**config.mk**
```make
export PLATFORM = sky130hd
export DESIGN_NAME = gpdm_decode
export DESIGN_NICKNAME = d
export VERILOG_FILES = /design/src/hw/rtl/g711_pcm_decode_mixer_assert.svh /design/src/hw/rtl/gpdm_pkg.sv /design/src/hw/rtl/gpdm_decode.sv
export SDC_FILE = /design/constraint.sdc
export NUM_CORES = 1
export LEC_CHECK = 0
export BUFFER_PORTS_ARGS = -buffer_cell sky130_fd_sc_hd__buf_4
export CORE_MARGIN = 5
export CORE_UTILIZATION = 45
export CTS_BUF_LIST = sky130_fd_sc_hd__clkbuf_4
export DETAILED_ROUTE_END_ITERATION = 12
export PLACE_DENSITY = 0.75
export SYNTH_ARGS = -nofsm -noshare
export SYNTH_HDL_FRONTEND = slang
export SYNTH_SLANG_ARGS = --single-unit
```
**constraint.sdc**
```tcl
create_clock -name clk -period 6.65 [get_ports clk]
set_input_delay 1.33 -clock clk [delete_from_list [all_inputs] [get_ports clk]]
set_output_delay 1.33 -clock clk [all_outputs]
set_load 0.01 [all_outputs]
```
**src/hw/rtl/g711_pcm_decode_mixer_assert.svh**
```systemverilog
// ----------------------------------------------------------------------------
// g711_pcm_decode_mixer_assert
// Assertion helpers for the G.711 decode mixer.
// All checks are clocked on clk and disabled while rst is high.
// ----------------------------------------------------------------------------
`ifndef G711_PCM_DECODE_MIXER_ASSERT_SVH
`define G711_PCM_DECODE_MIXER_ASSERT_SVH

// Condition must hold at every edge.
`define GPDM_ASSERT_ALWAYS(lbl, cond, msg) \
  lbl: assert property (@(posedge clk) disable iff (rst) (cond)) else $error(msg);

// Same-cycle implication.
`define GPDM_ASSERT_IMPLY(lbl, ante, cons, msg) \
  lbl: assert property (@(posedge clk) disable iff (rst) (ante) |-> (cons)) else $error(msg);

// Next-cycle implication.
`define GPDM_ASSERT_NEXT(lbl, ante, cons, msg) \
  lbl: assert property (@(posedge clk) disable iff (rst) (ante) |=> (cons)) else $error(msg);

`endif

```
**src/hw/rtl/gpdm_pkg.sv**
```systemverilog
// ----------------------------------------------------------------------------
// gpdm_pkg
// Shared constants, types and G.711 expansion functions for the decode mixer.
// ----------------------------------------------------------------------------
package gpdm_pkg;

  localparam int BUFFER_SLOTS = 512;
  localparam int MAX_RATIO    = 8;

  localparam int ADDR_W = $clog2(BUFFER_SLOTS);
  localparam int POS_W  = $clog2(BUFFER_SLOTS + 1);
  localparam int REP_W  = (MAX_RATIO > 1) ? $clog2(MAX_RATIO + 1) : 1;

  localparam int SLOT_INDEX_W = 9;
  localparam int SLOT_VALUE_W = 12;
  localparam int SAMPLE_W     = 16;
  localparam int VOLUME_W     = 3;
  localparam int RATIO_W      = 4;
  localparam int CFG_INDEX_W  = 2;
  localparam int CFG_DATA_W   = 4;

  localparam logic [SLOT_VALUE_W-1:0] SILENCE_LEVEL = SLOT_VALUE_W'(16'h8000 >> 4);
  localparam logic [SLOT_VALUE_W-1:0] MIX_MAX       = SLOT_VALUE_W'(4095);

  localparam logic [7:0]  ALAW_XOR  = 8'h55;
  localparam logic [15:0] ULAW_BIAS = 16'h0084;

  typedef enum logic [1:0] {
    OP_BEGIN_BUFFER  = 2'd0,
    OP_BEGIN_CONTEXT = 2'd1,
    OP_MIX           = 2'd2
  } op_e;

  typedef enum logic [1:0] {
    FMT_LINEAR = 2'd0,
    FMT_ALAW   = 2'd1,
    FMT_ULAW   = 2'd2,
    FMT_TONE   = 2'd3
  } fmt_e;

  typedef enum logic [CFG_INDEX_W-1:0] {
    REG_WAV_VOLUME        = 2'd0,
    REG_BACKGROUND_VOLUME = 2'd1,
    REG_RESAMPLE_RATIO    = 2'd2
  } cfg_reg_e;

  typedef enum logic {
    ST_IDLE  = 1'b0,
    ST_ISSUE = 1'b1
  } state_e;

  // Fields of a mix request that the decoder needs.
  typedef struct packed {
    logic [SAMPLE_W-1:0] sample_code;
    logic [1:0]          sample_format;
    logic [1:0]          fade;
    logic                use_background;
  } mix_req_t;

  // Decoded per-request command: value added to each slot and slot count.
  typedef struct packed {
    logic signed [SLOT_VALUE_W-1:0] add;
    logic [REP_W-1:0]               reps;
  } mix_cmd_t;

  typedef struct packed {
    logic [SLOT_INDEX_W-1:0] slot_index;
    logic [SLOT_VALUE_W-1:0] slot_value;
    logic                    overflow;
    logic                    last;
  } result_t;

  function automatic logic signed [SAMPLE_W-1:0] alaw_to_linear(input logic [7:0] code);
    logic [7:0]  a;
    logic [15:0] mag;
    a = code ^ ALAW_XOR;
    if (a[6:4] != 3'd0) begin
      mag = 16'(6'({a[3:0], 1'b1}) + 6'd32) << (4'(a[6:4]) + 4'd2);
    end else begin
      mag = 16'({a[3:0], 1'b1}) << 3;
    end
    return a[7] ? signed'(mag) : -signed'(mag);
  endfunction

  function automatic logic signed [SAMPLE_W-1:0] ulaw_to_linear(input logic [7:0] code);
    logic [7:0]  u;
    logic [15:0] mag;
    u   = ~code;
    mag = (16'({u[3:0], 3'b000}) + ULAW_BIAS) << u[6:4];
    return u[7] ? signed'(ULAW_BIAS - mag) : signed'(mag - ULAW_BIAS);
  endfunction

endpackage

```
**src/hw/rtl/gpdm_decode.sv**
```systemverilog
// ----------------------------------------------------------------------------
// gpdm_decode
// Expands one sample, applies volume/fade attenuation, registers the command.
// ----------------------------------------------------------------------------
module gpdm_decode (
  input  logic                                    clk,
  input  logic                                    load,
  input  gpdm_pkg::mix_req_t                      req,
  input  logic signed [gpdm_pkg::VOLUME_W-1:0]    wav_volume,
  input  logic signed [gpdm_pkg::VOLUME_W-1:0]    background_volume,
  input  logic [gpdm_pkg::RATIO_W-1:0]            resample_ratio,
  output gpdm_pkg::mix_cmd_t                      cmd
);
  import gpdm_pkg::*;

  logic signed [SAMPLE_W-1:0] sample;
  logic signed [VOLUME_W-1:0] vol;
  logic signed [4:0]          file_shift;
  logic [3:0]                 total_shift;
  logic [REP_W-1:0]           file_reps;
  logic signed [SAMPLE_W-1:0] shifted;
  mix_cmd_t                   cmd_next;

  always_comb begin
    case (req.sample_format)
      FMT_ALAW: sample = alaw_to_linear(req.sample_code[7:0]);
      FMT_ULAW: sample = ulaw_to_linear(req.sample_code[7:0]);
      default:  sample = signed'(req.sample_code);
    endcase
  end

  assign vol = req.use_background ? background_volume : wav_volume;

  // File sample: fade + 2 - volume, floored at zero. Both floor shifts fold
  // into one arithmetic shift by the sum.
  assign file_shift = signed'(5'({3'b000, req.fade})) + 5'sd2 - 5'(vol);

  always_comb begin
    if (req.sample_format == FMT_TONE) begin
      total_shift = 4'(req.fade) + 4'd4;
    end else if (file_shift < 0) begin
      total_shift = 4'd4;
    end else begin
      total_shift = 4'(file_shift) + 4'd4;
    end
  end

  always_comb begin
    if (resample_ratio == '0) begin
      file_reps = REP_W'(1);
    end else if (int'(resample_ratio) > MAX_RATIO) begin
      file_reps = REP_W'(MAX_RATIO);
    end else begin
      file_reps = REP_W'(resample_ratio);
    end
  end

  assign shifted       = sample >>> total_shift;
  assign cmd_next.add  = SLOT_VALUE_W'(shifted);
  assign cmd_next.reps = (req.sample_format == FMT_TONE) ? REP_W'(1) : file_reps;

  always_ff @(posedge clk) begin
    if (load) begin
      cmd <= cmd_next;
    end
  end

endmodule

```
Word-level counts from Yosys, hierarchy flattened
Cells that the tools add are included.
{"block": "totals", "elab_cells": 36, "regBits": 16, "input_bits": 33}
{"block": "classes", "n_addsub": 10, "bitwise_logic": 2, "shift": 3, "n_mux": 9, "eq_ne": 3, "n_reduce_logical": 4, "order_cmp": 2}
{"cell": "$mux 16", "n": 4}
{"cell": "$pmux 16 s2", "n": 1}
{"cell": "$neg 16->16", "n": 1}
{"cell": "$shl 7x4->16", "n": 1}
{"cell": "$shl 9x3->16", "n": 1}
{"cell": "$sshr 16x4->12", "n": 1}
{"cell": "$sub 16x8->16 const B", "n": 1}
{"cell": "$sub 8x16->16 const A", "n": 1}
{"cell": "$mux 4", "n": 3}
{"cell": "$add 7x8->9 const B", "n": 1}
{"cell": "$not 8->8", "n": 1}
{"cell": "$add 5x6->7 const B", "n": 1}
{"cell": "$lt 5x1->1 const B", "n": 1}
{"cell": "$sub 4x3->5", "n": 1}
{"cell": "$add 2x3->4 const B", "n": 1}
{"cell": "$add 3x2->4 const B", "n": 1}
{"cell": "$add 4x3->4 const B", "n": 1}
{"cell": "$eq 2x2->1 const B", "n": 2}
{"cell": "$gt 4x4->1 const B", "n": 1}
{"cell": "$logic_not 4->1", "n": 1}
{"cell": "$not 4->4", "n": 1}
{"cell": "$add 2x2->3 const B", "n": 1}
{"cell": "$mux 3", "n": 1}
{"cell": "$reduce_bool 3->1", "n": 1}
{"cell": "other kinds (3)", "n": 3}

Logic depth before layout (Yosys ltp)
{"block": "logic_depth", "word_depth": 9, "depth_mapped": 18, "mapped_depth_nobuf": 14}

Worst setup path after synthesis
OpenSTA, ideal clock, no wires.
{"block": "synth_timing", "kind": "input to register", "startpoint": "input req[11] (netlist bit)", "endpoint": "register cmd[5] (netlist bit), data pin", "slack_ns": 1.917, "path_buffers": 4, "arrival_time_ns": 4.458, "setup_time_ns": 0.276, "path_stages": 18, "cell_sequence": "buf_2 > inv_1 > buf_4 > ha_1 > buf_6 > buf_2 > nor3_1 > nand2_1 > ha_1 > nand2_1 > or3_1 > or4_1 > o21ai_1 > a31oi_1 > a211oi_2 > a211o_1 > a31o_1 > a22oi_2"}
{"item": "start, declared", "line": "gpdm_decode.sv:8", "text": "input gpdm_pkg::mix_req_t req,"}
{"item": "end signal, assigned", "line": "gpdm_decode.sv:64", "text": "cmd <= cmd_next;"}
{"item": "end, declared", "line": "gpdm_decode.sv:12", "text": "output gpdm_pkg::mix_cmd_t cmd"}

==> impl_metrics.tcl <==
set metrics [dict create \
    post_cts_buffers 0 \
    synthFlopType "edfxtp_1" \
    crit_family "simple AND/OR/NAND/NOR gates" \
    grt_pass1_vias 3774 \
    critPathKind "in -> reg" \
    max_freq_ghz 0.190 \
    ys_seq_area_share_pct 12.9 \
    hp-class "in -> reg" \
    grt_remaining_overflow 0 \
    cts_hold_buf 0 \
    clockBufferDepth 2 \
    cts_resized 0 \
    first_iter_violations 583 \
    cts.clk_slew.worst_paths_ps 90 \
    final_layout_size_suffix_gt1_share_pct 18.4 \
    root_buffer "clkbuf_4" \
    ant_nets 0 \
    placed_area_um2 3990 \
    die_x_um 101 \
    final_area_um2 4020 \
    dp_hpwl_um 8890 \
    slowest_stage "ha_1" \
    cp_max_fo 30 \
    ys_types 95 \
    worst_pin_slew_ps 741 \
    cp.required_ps 6670 \
    tns_ps 0 \
    die_height_um 101 \
    finalWirelength_um 11900 \
    drv_cap 0 \
    syn-num-nets 531 \
    grt_max_degree 42 \
    cp_slowest_stage_delay_ps 770 \
    synthCells 484 \
    critPathBufInv 2 \
    io_pins 49 \
    htreeDepth 1 \
    initial_core_util_pct 45.7 \
    row_count 33 \
    status "completed" \
    drv_slew 0 \
    p_per_area_nw_per_um2 161 \
    cts_num_sinks 16 \
    cp_data_arrival_time_ps 5270 \
    drcViolationCount 0 \
    setup_violations 0 \
    via_per_inst 6.88 \
    cp-end-kind "register" \
    post-route-period-util_pct 79.0 \
    synth_edf_count 16 \
    grt_usage_pct 22.7 \
    die-area_um2 10200 \
    seq_area_um2 480 \
    crit_chain "buf_4 -> inv_1 -> ha_1 -> nor2_1 -> nand2_1 -> ha_1 -> nand2_1 -> or3_1 -> or4_1 -> o21ai_1 -> a31oi_1 -> a211oi_2 -> o221ai_1 -> mux2i_1 -> o21ai_1" \
    final_core_util_pct 49.4 \
    grt_first_pass_wirelength_um 19100 \
    yosys.area.top_type "edfxtp_1" \
    synth_top_area_share_pct 12.9 \
    num_antenna_cells 0 \
    irDropWorstVdd_uv 64.3 \
    ys_ff_latch 16 \
    avgSynthCellArea_um2 7.69 \
    layout.nets 547 \
    multi_input_area_um2 2940 \
    largestRegisters "cmd: 16 flops" \
    gp_congestion 1.00 \
    wl_per_cell_um 19.7 \
    leakagePower_uw 0.00154 \
    antenna_found_initial 0 \
    core-area_um2 8130 \
    rsz0062_at_grt "no" \
    areaGrowthSynthToFinish_pct 7.94 \
    port_buffers 48 \
    layout_min_cycle_time_ps 5250 \
    yosys-top-cells-area "edfxtp_1 (13%), mux2i_1 (4.6%), ha_1 (4.4%)" \
    fill_cells 780 \
    hold_viol_final 0 \
    netlist_area_um2 3720 \
    vias 4154 \
    slew-limit-headroom_pct 50.2 \
    largest_reg_flops 16 \
    cp-start-kind "input pin" \
    cts_tree "done" \
    yosys_warnings 0 \
    drtPass1Iterations 5 \
    async_reset_ff_share_pct 0 \
    numCtsBuffers 3 \
    top_register "cmd" \
]
-- final timing paths --
| kind | from | endpoint | slack [ps] | cells past startpoint |
|---|---|---|---|---|
| worst max-delay path | req[11] | cmd[12]$_DFFE_PP_ | 1400 | 15 |
| worst min-delay path | resample_ratio[3] | cmd[1]$_SDFFCE_PP0P_ | 1340 | 2 |
-- placed cells by master, fill, tap and decap left out, types with 4 or more instances in the layout --
cell	instances
buf_4	49
nand2_1	40
nor2_1	36
a21oi_1	30
o21ai_0	26
mux2i_1	17
inv_1	16
edfxtp_1	16
ha_1	13
a211oi_1	12
xor2_1	11
nor3_1	10
and2_1	9
xnor2_1	9
nand2b_1	9
o221ai_1	9
nand3_1	9
a221oi_1	8
nor2b_1	7
o21a_1	7
o22ai_1	7
and3_1	7
a31oi_1	7
o211ai_1	7
mux2_2	6
o31ai_1	5
a21o_1	4
nor4_1	4
or3_1	4
o32ai_1	4
o21ai_1	4
-- final cells by class --
cell class                      count  share of cell area [%]
Clock buffer                        3                   0.561
Clock inverter                      1                  0.0935
Inverter                           18                    1.68
Multi-Input combinational cell    412                    73.3
Sequential cell                    16                    12.0
Tap cell                          105                    3.27
Timing Repair Buffer               49                    9.16
-- layer usage --
layer	global-route usage, %	part of all wire (%)	wire (um)	vias to the layer above
met4	7.67	3.0	352	0
met1	32.9	42	4990	1882
met2	34.0	44	5250	319
met3	3.60	11	1340	40
li1	-	-	-	1913
met5	0	0	0	-
-- logic make-up after synthesis --
| family | count (synthesis) | share of synthesized area, % |
|---|---|---|
| AND/OR/NAND/NOR | 167 | 24.0 |
| AO/OA/AOI/OAI | 185 | 37.7 |
| flip-flops | 16 | 12.9 |
| buffers and inverters | 56 | 8.01 |
| multiplexers | 26 | 7.70 |
| XOR/XNOR | 20 | 4.71 |
| adder cells (fa/ha/maj) | 14 | 4.91 |
-- power breakdown --
part	leakage, uW	total, uW	internal, uW	switching, uW
Clock	0.0000154	51.8	21.8	30.0
Combinational	0.00137	445	180	265
Sequential	0.000155	149	143	6.17
Total	0.00154	647	345	301
-- cells in the mapped netlist, types with 4 or more instances --
cell / count
nand2_1: 40
nor2_1: 36
a21oi_1: 30
o21ai_0: 26
mux2i_1: 17
edfxtp_1: 16
inv_1: 16
clkbuf_1: 14
ha_1: 13
a211oi_1: 12
xor2_1: 11
nor3_1: 10
and2_1: 9
buf_2: 9
nand2b_1: 9
nand3_1: 9
o221ai_1: 9
xnor2_1: 9
a221oi_1: 8
a31oi_1: 7
and3_1: 7
buf_6: 7
nor2b_1: 7
o211ai_1: 7
o21a_1: 7
o22ai_1: 7
mux2_2: 6
o31ai_1: 5
a21o_1: 4
nor4_1: 4
o21ai_1: 4
o32ai_1: 4
or3_1: 4
-- per-stage QoR --
step                      std cells  worst slack, ps  hold WS (ps)  power [uW]
after global placement          600             1290          1640         581
after global routing            604             1110          1330         692
after detailed placement        600             1180          1650         586
final                           604             1400          1340         647
after floorplan                 484             1920          1440         469
after CTS                       604             1470          1340         639
No activity file was read; power rests on OpenSTA's default activity.
